<file path="config.mk">
export PLATFORM = sky130hd
export DESIGN_NAME = tact_front
export DESIGN_NICKNAME = d
export VERILOG_FILES = /design/src/design/tact_pkg.sv /design/src/design/tact_front.sv
export SDC_FILE = /design/constraint.sdc
export NUM_CORES = 1
export LEC_CHECK = 0
export ABC_AREA = 1
export ABC_CLOCK_PERIOD_IN_PS = 3100
export BUFFER_PORTS_ARGS = -buffer_cell sky130_fd_sc_hd__buf_4
export CORE_MARGIN = 8
export CORE_UTILIZATION = 30
export DETAILED_ROUTE_END_ITERATION = 6
export HOLD_SLACK_MARGIN = 0.03
export PLACE_DENSITY_LB_ADDON = 0.1
export SETUP_SLACK_MARGIN = 0.2
export SLEW_MARGIN = 15
export SYNTH_ARGS = -nofsm -noshare
export SYNTH_HDL_FRONTEND = slang
export SYNTH_SLANG_ARGS = --single-unit
</file>
<file path="constraint.sdc">
create_clock -name clock -period 3.1 [get_ports clock]
set_input_delay 0.155 -clock clock [delete_from_list [all_inputs] [get_ports clock]]
set_output_delay 0.155 -clock clock [all_outputs]
set_load 0.01 [all_outputs]
</file>
<file path="src/design/tact_pkg.sv">
package tact_pkg;

   localparam int MAX_COMMANDS_DEFAULT  = 128;
   localparam int NUM_ACTUATORS_DEFAULT = 5;

   localparam int OP_W      = 3;
   localparam int INDEX_W   = 7;
   localparam int ACT_W     = 3;
   localparam int DUR_W     = 15;
   localparam int PINS_W    = 5;
   localparam int TOTAL_W   = 8;
   localparam int TIME_W    = 32;

   localparam int QUEUE_DEPTH = 2;

   localparam logic [OP_W-1:0] OP_ADD      = 3'd0;
   localparam logic [OP_W-1:0] OP_START    = 3'd1;
   localparam logic [OP_W-1:0] OP_STOP     = 3'd2;
   localparam logic [OP_W-1:0] OP_STOP_ALL = 3'd3;
   localparam logic [OP_W-1:0] OP_CLEAR    = 3'd4;
   localparam logic [OP_W-1:0] OP_TICK     = 3'd5;
   localparam logic [OP_W-1:0] OP_CHECK    = 3'd6;

   typedef enum logic [2:0] {
      KIND_ADD,
      KIND_START,
      KIND_STOP,
      KIND_STOP_ALL,
      KIND_CLEAR,
      KIND_TICK,
      KIND_CHECK,
      KIND_IGNORE
   } kind_type;

   typedef struct packed {
      kind_type             kind;
      logic [INDEX_W-1:0]   index;
      logic [ACT_W-1:0]     actuator;
      logic [DUR_W-1:0]     duration_ms;
   } item_type;

endpackage

</file>
<file path="src/design/tact_front.sv">
module tact_front (
   input  logic                          clock,
   input  logic                          reset,
   input  logic                          req_valid,
   output logic                          req_stall,
   input  logic [tact_pkg::OP_W-1:0]     req_op,
   input  logic [tact_pkg::INDEX_W-1:0]  req_index,
   input  logic [tact_pkg::ACT_W-1:0]    req_actuator,
   input  logic [tact_pkg::DUR_W-1:0]    req_duration_ms,
   output logic                          q_valid,
   output tact_pkg::item_type            q_item,
   input  logic                          q_pop
);

   localparam int PTR_W  = (tact_pkg::QUEUE_DEPTH > 1) ? $clog2(tact_pkg::QUEUE_DEPTH) : 1;
   localparam int FILL_W = $clog2(tact_pkg::QUEUE_DEPTH + 1);

   tact_pkg::item_type slot_ff [tact_pkg::QUEUE_DEPTH];
   logic [PTR_W-1:0]   wr_ptr_ff, wr_ptr_in;
   logic [PTR_W-1:0]   rd_ptr_ff, rd_ptr_in;
   logic [FILL_W-1:0]  fill_ff, fill_in;
   tact_pkg::kind_type kind;
   tact_pkg::item_type item;
   logic               push;
   logic               pop;

   always_comb begin
      case (req_op)
         tact_pkg::OP_ADD:      kind = tact_pkg::KIND_ADD;
         tact_pkg::OP_START:    kind = tact_pkg::KIND_START;
         tact_pkg::OP_STOP:     kind = tact_pkg::KIND_STOP;
         tact_pkg::OP_STOP_ALL: kind = tact_pkg::KIND_STOP_ALL;
         tact_pkg::OP_CLEAR:    kind = tact_pkg::KIND_CLEAR;
         tact_pkg::OP_TICK:     kind = tact_pkg::KIND_TICK;
         tact_pkg::OP_CHECK:    kind = tact_pkg::KIND_CHECK;
         default:               kind = tact_pkg::KIND_IGNORE;
      endcase
   end

   assign item.kind        = kind;
   assign item.index       = req_index;
   assign item.actuator    = req_actuator;
   assign item.duration_ms = req_duration_ms;

   assign req_stall = (fill_ff == FILL_W'(tact_pkg::QUEUE_DEPTH));
   assign q_valid   = (fill_ff != '0);
   assign q_item    = slot_ff[rd_ptr_ff];
   assign push      = req_valid && !req_stall;
   assign pop       = q_pop && q_valid;

   always_comb begin
      wr_ptr_in = wr_ptr_ff;
      rd_ptr_in = rd_ptr_ff;
      fill_in   = fill_ff;
      if (push) begin
         wr_ptr_in = (wr_ptr_ff == PTR_W'(tact_pkg::QUEUE_DEPTH - 1)) ? '0 : wr_ptr_ff + 1'b1;
      end
      if (pop) begin
         rd_ptr_in = (rd_ptr_ff == PTR_W'(tact_pkg::QUEUE_DEPTH - 1)) ? '0 : rd_ptr_ff + 1'b1;
      end
      if (push && !pop) begin
         fill_in = fill_ff + 1'b1;
      end else if (pop && !push) begin
         fill_in = fill_ff - 1'b1;
      end
   end

   always_ff @(posedge clock) begin
      if (reset) begin
         wr_ptr_ff <= '0;
         rd_ptr_ff <= '0;
         fill_ff   <= '0;
      end else begin
         wr_ptr_ff <= wr_ptr_in;
         rd_ptr_ff <= rd_ptr_in;
         fill_ff   <= fill_in;
      end
   end

   always_ff @(posedge clock) begin
      if (push) begin
         slot_ff[wr_ptr_ff] <= item;
      end
   end

endmodule

</file>
=== After elaboration in Yosys (flattened, before gate mapping) ===
Memories as Yosys holds them, arrays and structs flattened. A register that Yosys moved wholly into a read port is not among the register bits.
Index checks and enable logic that the tools add are counted.

* $add $sub $neg: 4
* $mul: 0
* Div/mod/pow operators: 0
* $lt $le $gt $ge: 0
* Eq/ne operators: 7
* Shift operators: 0
* Multiplexer cells: 9
* Bitwise operators: 0
* Reduce and logical (&&, ||, !) cells: 10

{| class="wikitable"
|+ Operators with widths
! cell !! count
|-
| $pmux W3 S7 || 1
|-
| $eq A3 B3 Y1 const B || 3
|-
| $eq A3 B2 Y1 const B || 2
|-
| $mux W1 || 6
|-
| $logic_and A1 B1 Y1 || 4
|-
| $mux W2 || 2
|-
| $reduce_bool A2 Y1 || 2
|-
| $eq A3 B1 Y1 const B || 1
|-
| $logic_not A1 Y1 || 3
|-
| $logic_not A3 Y1 || 1
|-
| $add A1 B1 Y1 const B || 2
|-
| $add A2 B1 Y2 const B || 1
|-
| $eq A2 B2 Y1 const B || 1
|-
| $sub A2 B1 Y2 const B || 1
|}

* Register bits after elaboration: 4
* Bits in latches: 0
* RAM bits: 56
* Bits in read-only memories: 0
* Input bits: 32
* Word-level logic and storage cells: 34
* Memories: 1

{| class="wikitable"
|+ Memories
! name !! words !! bits a word !! read ports !! clocked after Yosys merged registers in !! write ports !! RTL line !! source
|-
| slot_ff || 2 || 28 || 1 || 1 || 1 || tact_front.sv:18 || <nowiki>tact_pkg::item_type slot_ff [tact_pkg::QUEUE_DEPTH];</nowiki>
|}

=== Depth between registers and ports, before layout ===
Gate-level depths: netlist of run 1.

* Depth in word-level cells: 7
* Depth in mapped cells: 10

=== Worst setup path after synthesis of run 1 ===
Ideal clock, no wire load.

* Path type: reg-to-reg
* Start: register fill_ff[1]
* End: memory slot_ff[1][0] (netlist name), enable pin
* Library setup time: 0.413 ns
* Data arrival time: 1.665 ns
* Data required time: 2.687 ns
* Path slack: 1.022 ns
* Cell stages (with the launch flop): 4
* Period minus slack after synthesis: 2.078 ns
* Path through: dfxtp_1 > inv_1 > o21ai_2 > nor2_1

* Word-level cells in the longest chain between the ends: 5

{| class="wikitable"
|+ RTL lines
! element !! RTL line !! source
|-
| start, declared || tact_front.sv:21 || <nowiki>logic [FILL_W-1:0] fill_ff, fill_in;</nowiki>
|-
| start signal, assigned || tact_front.sv:76 || <nowiki>fill_ff <= fill_in;</nowiki>
|-
| $eq A2 B2 Y1 || tact_front.sv:45 || <nowiki>assign req_stall = (fill_ff == FILL_W'(tact_pkg::QUEUE_DEPTH));</nowiki>
|-
| $logic_not A1 Y1 || tact_front.sv:48 || <nowiki>assign push = req_valid && !req_stall;</nowiki>
|-
| $logic_and A1 B1 Y1 || tact_front.sv:48 ||
|-
| $mux W1 || tact_front.sv:81 || <nowiki>if (push) begin</nowiki>
|-
| $mux W1 (not written as such) || tact_front.sv:82 || <nowiki>slot_ff[wr_ptr_ff] <= item;</nowiki>
|-
| end, declared || tact_front.sv:18 ||
|}

Every way passes these cells.

==> results_dict.tcl, run 1 <==
set metrics [dict create \
    slowest_stage_cell_cp "dfxtp_2" \
    io_buffers 61 \
    synth-compound-area-share 0.0121 \
    netlist_area_sq_um 2380 \
    routed_wire_length_on_met2_mm 2.43 \
    timing.final.crit_period_ns 1.97 \
    synth_top_family_by_area "multiplexers" \
    max_clock_freq_mhz 507 \
    grt_first_pass_wirelength_mm 7.92 \
    post_synth_inst_count 127 \
    p_int_w 0.00175 \
    net_sw_frac 0.270 \
    first_global_vias 1551 \
    cts_tree "built" \
    final.setup_skew_ns 0.00642 \
    irDropWorstVdd_uv 380 \
    cp_top_family "flip-flops" \
    post_cts.resized_instances 0 \
    worst_pin_slew_ns 0.898 \
    cts_max_path_buffers 2 \
    antenna_cells_inserted 0 \
    final_layout_size_suffix_gt1_frac 0.465 \
    timing.critical_path.buf_inv 1 \
    power_density_nw_per_um2 713 \
    synth-seq-cells 61 \
    initialDrtViolationCount 59 \
    slew_viol_final 0 \
    mostFrequentLayoutCell "buf_4" \
    pwr-share-seq 0.472 \
    synth_xor_xnor_area_share 0 \
    nFillCells 724 \
    worst_skew_pair.late_latency_ns 0.32 \
    cts.reportedPaths.clkPinSlew_ns 0.06 \
    critical_path.max_fanout 28 \
    synthSimpleGateAreaFrac 0.0305 \
    total_power_w 0.00240 \
    fp.dieW_microns 105 \
    m1WireLength_mm 1.84 \
    grt_setup_unrepaired "no" \
    switching_power_summed_over_all_nets_w 0.000647 \
    wire_per_inst_microns 14.3 \
    finalWorstSetupSlack_ns 1.13 \
    clkPwrFrac 0.250 \
    grt_util_all_layers 0.0940 \
    synthesis.yosys.warnings 0 \
    num_vias 1354 \
    boundaryPins 62 \
    p_comb_frac 0.277 \
    critical_path_arrival_ns 1.82 \
    die_area_sq_um 11000 \
    dr.pass1.iters 4 \
    routed_wirelength_mm 4.68 \
    worstPathRequired_ns 2.94 \
    place.gp.congestion 0.736 \
    route.met3.wl_microns 370 \
    cap_violations 0 \
    worstPathCellList "mux2_2 > buf_4" \
    synthMuxAreaShare 0.164 \
    syn-num-nets 160 \
    worst_slew_margin_rel 0.402 \
    place_worst_setup_slack_ns 1.40 \
    cts_sinks 61 \
    avgViaCountPerCell 4.13 \
    drc_errors 0 \
    placement_rows 32 \
    chipHeight_microns 105 \
    num_cts_buffers 9 \
    h-tree-depth 3 \
    synth_sequential_area_ratio 0.749 \
    synthAdderAreaFrac 0.00526 \
    final_util 0.438 \
    static-leakage-power_nw 1.33 \
    synthToLayoutAreaGrowth_pct 41.7 \
    highest-signal-layer "met4" \
    synth.avg_cell_area_sq_um 18.7 \
    cts_root_buf "clkbuf_8" \
    fin_tns_setup_ns 0 \
    worst_hold_path_type "in2reg" \
    post-route-period-util 0.637 \
    synth_cell_types 16 \
    grt_overflow_total 0 \
    antenna_violations_before_repair 0 \
    grt_start_max_net_pins 29 \
    delay_of_the_slowest_critical_path_stage_ns 0.91 \
    layout.nets 254 \
    hold_viol_final 0 \
    initial_utilization 0.309 \
    setup_viol 0 \
    most-common-layout-cells "buf_4 (61), edfxtp_1 (56), dlygate4sd3_1 (28)" \
    worst_setup_path_start_kind "flip-flop" \
    detail-route-antenna-nets 0 \
    post-dp-hpwl_mm 3.10 \
    worstSetupEndpointType "primary output" \
    run_status "completed" \
    core_region_area_sq_um 7690 \
    worstSetupPathType "reg2out" \
]
==> final timing paths <==
path | slack [ns] | endpoint | cells past startpoint | from
max | 1.13 | q_item[26] | 2 | flip-flop
min | 0.11 | flip-flop | 3 | q_pop
max reg2reg | 1.47 | slot_ff[0][1] | 3 | fill_ff[1]
min reg2reg | 0.49 | flip-flop | 2 | rd_ptr_ff
==> routing by layer <==
| metal | GRT usage | up-vias |
|---|---|---|
| li1 | - | 652 |
| met1 | 0.0883 | 642 |
| met2 | 0.164 | 56 |
| met3 | 0.0596 | 4 |
| met4 | 0.0306 | 0 |
| met5 | 0 | - |
==> cells by family (layout without fill, tap and decap cells) <==
family | after synthesis | in the layout
flip-flops | 61 | 61
multiplexers | 28 | 28
AND/OR/NAND/NOR | 18 | 18
buffers and inverters | 14 | 113
AO/OA/AOI/OAI | 5 | 5
adder cells (fa/ha/maj) | 1 | 1
==> through the flow <==
stage	hold slack [ns]	cell area [sq um]	std cells
after global placement	0.339	2920	284
after global routing	0.105	3370	328
after CTS	0.0929	3370	328
after floorplan	0.254	2380	127
final	0.112	3370	328
after detailed placement	0.343	2920	284
==> state kept, by name, summed over array words and instances, names as in the netlist, named ones only <==
| name | cells |
|---|---|
| fill_ff | 2 |
| rd_ptr_ff | 1 |
| slot_ff | 56 |
| wr_ptr_ff | 1 |
==> what timing repair did <==
action,in CTS,in global routing
hold buffers,28,0
buffers inserted,0,0
hold endpoints to repair,56,0
==> power groups by stage <==
stage	Sequential [W]	Clock, W	Combinational (W)
2_1_floorplan	0.00109	0	0.000446
3_3_place_gp	0.00115	0	0.000635
4_1_cts	0.00114	0.000629	0.000689
5_1_grt	0.00115	0.000666	0.000735
6_report	0.00113	0.000601	0.000666
3_5_place_dp	0.00116	0	0.000659
==> layout make-up <==
cell class	count	area (sq um)	area share
Clock buffer	15	166	0.0494
Clock inverter	1	5.00	0.00149
Inverter	8	30.0	0.00891
Multi-Input combinational cell	52	519	0.154
Sequential cell	61	1780	0.529
Tap cell	102	128	0.0379
Timing Repair Buffer	89	738	0.219
==> synthesized netlist by cell type (all sizes together) <==
master,count,area share
buf,3,0.022
clkbuf,3,0.0047
nand4,1,0.0026
o21ai,3,0.0079
ha,1,0.0053
nand3,2,0.0042
nand2,7,0.011
nor2,8,0.013
inv,8,0.013
dfxtp,5,0.042
edfxtp,56,0.71
mux2,28,0.16
a21oi,2,0.0042
==> worst register-to-register path, stage by stage (launching register included) <==
cell and delay [ns]:
dfxtp_1 0.31, inv_1 0.12, o21ai_2 0.12, nor2_4 0.68
No activity file was read; power rests on OpenSTA's default activity.
==> run 2: changes to the inputs <==
Settings changed: ABC_CLOCK_PERIOD_IN_PS 3100 to 1700.
Clock period 3.1 ns to 1.7 ns, I/O delays scaled along.
==> run 2 against run 1 <==
  * Combinational power increased by 130%
  * Clock skew decreased by 0.0013 ns
  * Sequential share of layout area decreased by 3.2 points
  * Wire length increased by 4.4%
  * Hold slack got worse by 0.066 ns
  * Cell count increased by 2.7%
  * Flip-flop and latch count unchanged
  * Critical path depth increased by 1
  * Non-clock buffer count increased by 9
  * Clock power increased by 120%
  * Utilization increased by 2.9 points
  * Highest routed layer unchanged
==> results_dict.tcl, run 2 (synthesis results as in run 1) <==
set metrics [dict create \
    max_clock_freq_mhz 681 \
    routed_wirelength_mm 4.88 \
    worst_hold_path_type "in2reg" \
    initialDrtViolationCount 37 \
    avgViaCountPerCell 4.13 \
    total_power_w 0.00488 \
    whs_path_depth 4 \
    largest_registers "slot_ff: 56 flops, fill_ff: 2 flops" \
    critical_path_arrival_ns 1.38 \
    critical_path.reg2reg.startpoint "fill_ff[1]" \
    worstReg2RegEnd "fill_ff[1]" \
    worstPathRequired_ns 1.62 \
    final_layout_size_suffix_gt1_frac 0.502 \
    boundaryPins 62 \
    worst_pin_slew_ns 0.218 \
    slew_viol_final 0 \
    placement_rows 32 \
    irDropWorstVdd_uv 741 \
    cts_sinks 61 \
    hold_viol_final 0 \
    wire_per_inst_microns 14.5 \
    cts.reportedPaths.clkPinSlew_ns 0.06 \
    pwr-share-seq 0.411 \
    grt_first_pass_wirelength_mm 7.68 \
    worst_skew_pair.late_latency_ns 0.32 \
    grt_setup_unrepaired "yes" \
    cts_tree "built" \
    switching_power_summed_over_all_nets_w 0.00129 \
    worstSetupPathType "reg2out" \
    slowest_stage_cell_cp "dfxtp_4" \
    net_sw_frac 0.263 \
    chipHeight_microns 105 \
    grt_util_all_layers 0.0922 \
    cts_max_path_buffers 2 \
    die_area_sq_um 11000 \
    io_buffers 61 \
    static-leakage-power_nw 1.45 \
    post-route-period-util 0.864 \
    regMostFlops "slot_ff" \
    first_global_vias 1553 \
    worst_slew_margin_rel 0.855 \
    power_density_nw_per_um2 1360 \
    critical_path.max_fanout 14 \
    cts_root_buf "clkbuf_8" \
    nFillCells 690 \
    detail-route-antenna-nets 0 \
    drc_errors 0 \
    most-common-layout-cells "buf_4 (59), edfxtp_1 (56), dlygate4sd3_1 (29)" \
    layout.nets 263 \
    cap_violations 0 \
    p_int_w 0.00359 \
    core_region_area_sq_um 7690 \
    clkPwrFrac 0.274 \
    run_status "completed" \
    worstPathCellList "buf_16 > mux2_4 > buf_4" \
    largest_reg_flops 56 \
    r2r.worst_path.cells 9 \
    delay_of_the_slowest_critical_path_stage_ns 0.42 \
    setup_viol 0 \
    num_vias 1393 \
    holdCritStartpoint "reset" \
    antenna_cells_inserted 0 \
    fp.dieW_microns 105 \
    antenna_violations_before_repair 0 \
    final.setup_skew_ns 0.00515 \
    place.gp.congestion 0.625 \
    setup.reg_to_reg.worst_slack_ns 0.28 \
    p_comb_frac 0.315 \
    h-tree-depth 3 \
    dr.pass1.iters 4 \
    worstSetupEndpointType "primary output" \
    hold_endpoint "fill_ff[1]" \
    grt_overflow_total 0 \
    num_cts_buffers 9 \
    mostFrequentLayoutCell "buf_4" \
    grt_start_max_net_pins 16 \
    synthToLayoutAreaGrowth_pct 51.1 \
    worst_setup_path_start_kind "flip-flop" \
    post-dp-hpwl_mm 3.16 \
    fin_tns_setup_ns 0 \
    initial_utilization 0.309 \
    timing.final.crit_period_ns 1.47 \
]
-- run 2: changes by cell type in the layout (fill, tap and decap cells not counted), moves of 2 or more --
cell,delta
mux2_2,-8
mux2_4,+8
buf_6,+7
buf_4,-2
bufinv_16,+2
clkbuf_1,-2
clkbuf_8,-2
clkinv_2,+2
-- run 2: routing by layer --
metal  GRT usage  wire [microns]
met5           0               0
met4      0.0459              68
met3      0.0448             351
met2       0.159            2460
met1      0.0904            2010
-- run 2: worst max-delay path, delay by kind of cell, from the launching register on --
family | cells | cell delay [ns]
buffers and inverters | 2 | 0.32
muxes | 1 | 0.31
DFF | 1 | 0.42
-- run 2: how the worst max path moves through the flow --
stage	start	endpoint	slack (ns)
finish	flip-flop	q_item[6]	0.23
global route	flip-flop	q_item[7]	0.16
CTS	flip-flop	q_item[3]	0.17
detailed placement	fill_ff[1]	fill_ff[1]	0.10
global placement	fill_ff[1]	fill_ff[1]	0.27
floorplan	fill_ff[1]	slot_ff[0][0]	0.08
-- run 2: area by class of cell --
cell class,count,area (sq um),share of cell area
Sequential cell,61,1790,0.497
Timing Repair Buffer,98,885,0.246
Multi-Input combinational cell,52,559,0.156
Clock buffer,11,131,0.0365
Tap cell,102,128,0.0355
Clock inverter,5,75.1,0.0209
Inverter,8,30.0,0.00835
-- run 2: repair_timing --
item                                   in CTS  in global routing
endpoints found under the hold margin      58                  0
gates resized for setup                     3                 18
gates cloned                                1                  1
hold buffers                               29                  0
pin swaps                                   1                  0
setup endpoints to repair                  10                 30
setup buffers                               1                  0
-- run 2: metrics by stage --
step	cell area [sq um]	setup WS (ns)	util	hold slack (ns)	cells
floorplan	2380	0.0781	-	0.184	127
global placement	2970	0.266	0.386	0.270	289
detailed placement	2970	0.101	0.386	0.273	289
CTS	3510	0.171	0.457	0.0364	336
global route	3590	0.160	0.468	0.0484	337
finish	3590	0.232	0.468	0.0458	337
-- run 2: power groups by stage --
| stage | logic (W) | registers, W | clock network, W |
|---|---|---|---|
| floorplan | 0.000818 | 0.00198 | 0 |
| global placement | 0.00131 | 0.00199 | 0 |
| detailed placement | 0.00135 | 0.00201 | 0 |
| CTS | 0.00146 | 0.00200 | 0.00138 |
| global route | 0.00169 | 0.00203 | 0.00145 |
| finish | 0.00154 | 0.00200 | 0.00134 |
==> run 3: changes to the inputs <==
Settings changed: RECOVER_POWER set to 50.
==> run 3 against run 2 <==
  * Wire length shrank 0.78%
  * Non-clock buffer count is the same
  * Via count shrank 0.14%
  * Fmax shrank 2.5%
  * Cell count is the same
  * Combinational power shrank 4%
  * Count of clock-buffer cells in the layout is the same
  * Sequential share of layout area grew 0.60 points
  * Clock skew is essentially flat
  * Global-route usage is the same
  * Largest power group unchanged
==> results_dict.tcl, run 3 (synthesis results as in run 1) <==
set metrics [dict create \
    worst_hold_path_type "in2reg" \
    max_clock_freq_mhz 664 \
    chipHeight_microns 105 \
    hold_viol_final 0 \
    fin_tns_setup_ns 0 \
    place_worst_setup_slack_ns 0.101 \
    largest_registers "slot_ff: 56 flops, fill_ff: 2 flops" \
    post-route-period-util 0.886 \
    antenna_cells_inserted 0 \
    grt_first_pass_wirelength_mm 7.68 \
    core_region_area_sq_um 7690 \
    cts_root_buf "clkbuf_8" \
    fp.dieW_microns 105 \
    grt_util_all_layers 0.0922 \
    synthToLayoutAreaGrowth_pct 49.3 \
    irDropWorstVdd_uv 734 \
    grt_overflow_total 0 \
    h-tree-depth 3 \
    worstPathRequired_ns 1.71 \
    num_cts_buffers 9 \
    delay_of_the_slowest_critical_path_stage_ns 0.36 \
    place.gp.congestion 0.625 \
    largest_reg_flops 56 \
    final_util 0.462 \
    regMostFlops "slot_ff" \
    worst_skew_pair.late_latency_ns 0.32 \
    run_status "completed" \
    routed_wirelength_mm 4.85 \
    cts_tree "built" \
    dr.pass1.iters 4 \
    critical_path.max_fanout 13 \
    worst-path-stages 5 \
    detail-route-antenna-nets 0 \
    cts_max_path_buffers 2 \
    timing.critical_path.buf_inv 3 \
    worstPathCellList "inv_2 > o21ai_1 > clkbuf_1 > nor2_4 > clkbuf_2" \
    slowest_stage_cell_cp "dfxtp_1" \
    avgViaCountPerCell 4.13 \
    mostFrequentLayoutCell "edfxtp_1" \
    most-common-layout-cells "edfxtp_1 (56), dlygate4sd3_1 (29), mux2_4 (28)" \
    io_buffers 61 \
    cp_top_family "buffers and inverters" \
    endpoint "slot_ff[1][3]" \
    cts.reportedPaths.clkPinSlew_ns 0.06 \
    worstReg2RegEnd "slot_ff[1][3]" \
    layout.cells.non_filler 337 \
    whs_path_depth 4 \
    finalWorstSetupSlack_ns 0.195 \
    boundaryPins 62 \
    num_vias 1391 \
    setup.reg_to_reg.worst_slack_ns 0.19 \
    die_area_sq_um 11000 \
    startpoint "fill_ff[1]" \
    placement_rows 32 \
    setup_viol 0 \
    static-leakage-power_nw 1.41 \
    final.setup_skew_ns 0.00519 \
    worst_slew_margin_rel 0.754 \
    grt_start_max_net_pins 16 \
    initial_utilization 0.309 \
    grt_setup_unrepaired "yes" \
    placed_cells_incl_taps 289 \
    critical_path_arrival_ns 1.52 \
    initialDrtViolationCount 36 \
    first_global_vias 1553 \
    timing.final.crit_period_ns 1.51 \
    slew_viol_final 0 \
    nFillCells 698 \
    cap_violations 0 \
    power_density_nw_per_um2 1360 \
    r2r.worst_path.cells 5 \
    layout.nets 263 \
    post-dp-hpwl_mm 3.16 \
    worstSetupEndpointType "flip-flop" \
    worst_pin_slew_ns 0.369 \
    wire_per_inst_microns 14.4 \
    final_layout_size_suffix_gt1_frac 0.464 \
    cts_sinks 61 \
    drc_errors 0 \
    critical_path.reg2reg.startpoint "fill_ff[1]" \
    worstSetupPathType "reg2reg" \
    worst_setup_path_start_kind "flip-flop" \
    antenna_violations_before_repair 0 \
]
run 3: cell types whose count changed in the layout (fill, tap and decap cells not counted), sizes merged:
cell,before,now
buf,68,36
clkbuf,12,44
run 3: through the flow:
step                      hold WS (ns)  cell area [sq um]  total power, W
after global routing            0.0484               3550         0.00510
after floorplan                  0.184               2380         0.00280
after detailed placement         0.273               2970         0.00335
after CTS                       0.0364               3510         0.00484
after global placement           0.270               2970         0.00330
final                           0.0470               3550         0.00482
run 3: layout make-up:
class | count | area (sq um) | area share
clock buffer | 11 | 131 | 0.0370
clock inverter | 5 | 75.1 | 0.0211
inverter | 8 | 30.0 | 0.00845
multi-input combinational | 52 | 546 | 0.154
sequential | 61 | 1790 | 0.503
tap | 102 | 128 | 0.0359
timing repair buffer | 98 | 856 | 0.241
run 3: how the worst min path moves through the flow:
stage / to / start / slack (ns)
2_1_floorplan: slot_ff[0][0] / req_duration_ms[0] / 0.18
3_3_place_gp: slot_ff[0][17] / req_actuator[2] / 0.27
3_5_place_dp: slot_ff[0][17] / req_actuator[2] / 0.27
4_1_cts: fill_ff[1] / reset / 0.04
5_1_grt: fill_ff[1] / reset / 0.05
6_report: fill_ff[1] / reset / 0.05
run 3: power by group:
group	internal, W	switching, W	leakage (nW)
sequential	0.00191	0.0000917	0.565
combinational	0.000825	0.000658	0.741
clock	0.000819	0.000519	0.107
run 3: tightest hold or removal path, cell delays in order:
cell and delay [ns]:
buf_4 0.07, inv_1 0.06, nand2_1 0.07, nor2_1 0.03
run 3: timing repair:
item,CTS,global route
hold buffers,29,0
buffers inserted,1,0
pin swaps,1,0
cloned,1,1
resized for setup,3,18
endpoints found under the hold margin,58,0
endpoints found under the setup margin,10,30
run 3: metal layers:
metal / global-route usage / part of all wire / vias to the layer above
li1: - / - / 673
met5: 0 / 0 / -
met4: 0.0459 / 0.014 / 0
met1: 0.0904 / 0.41 / 665
met3: 0.0448 / 0.072 / 8
met2: 0.159 / 0.50 / 45
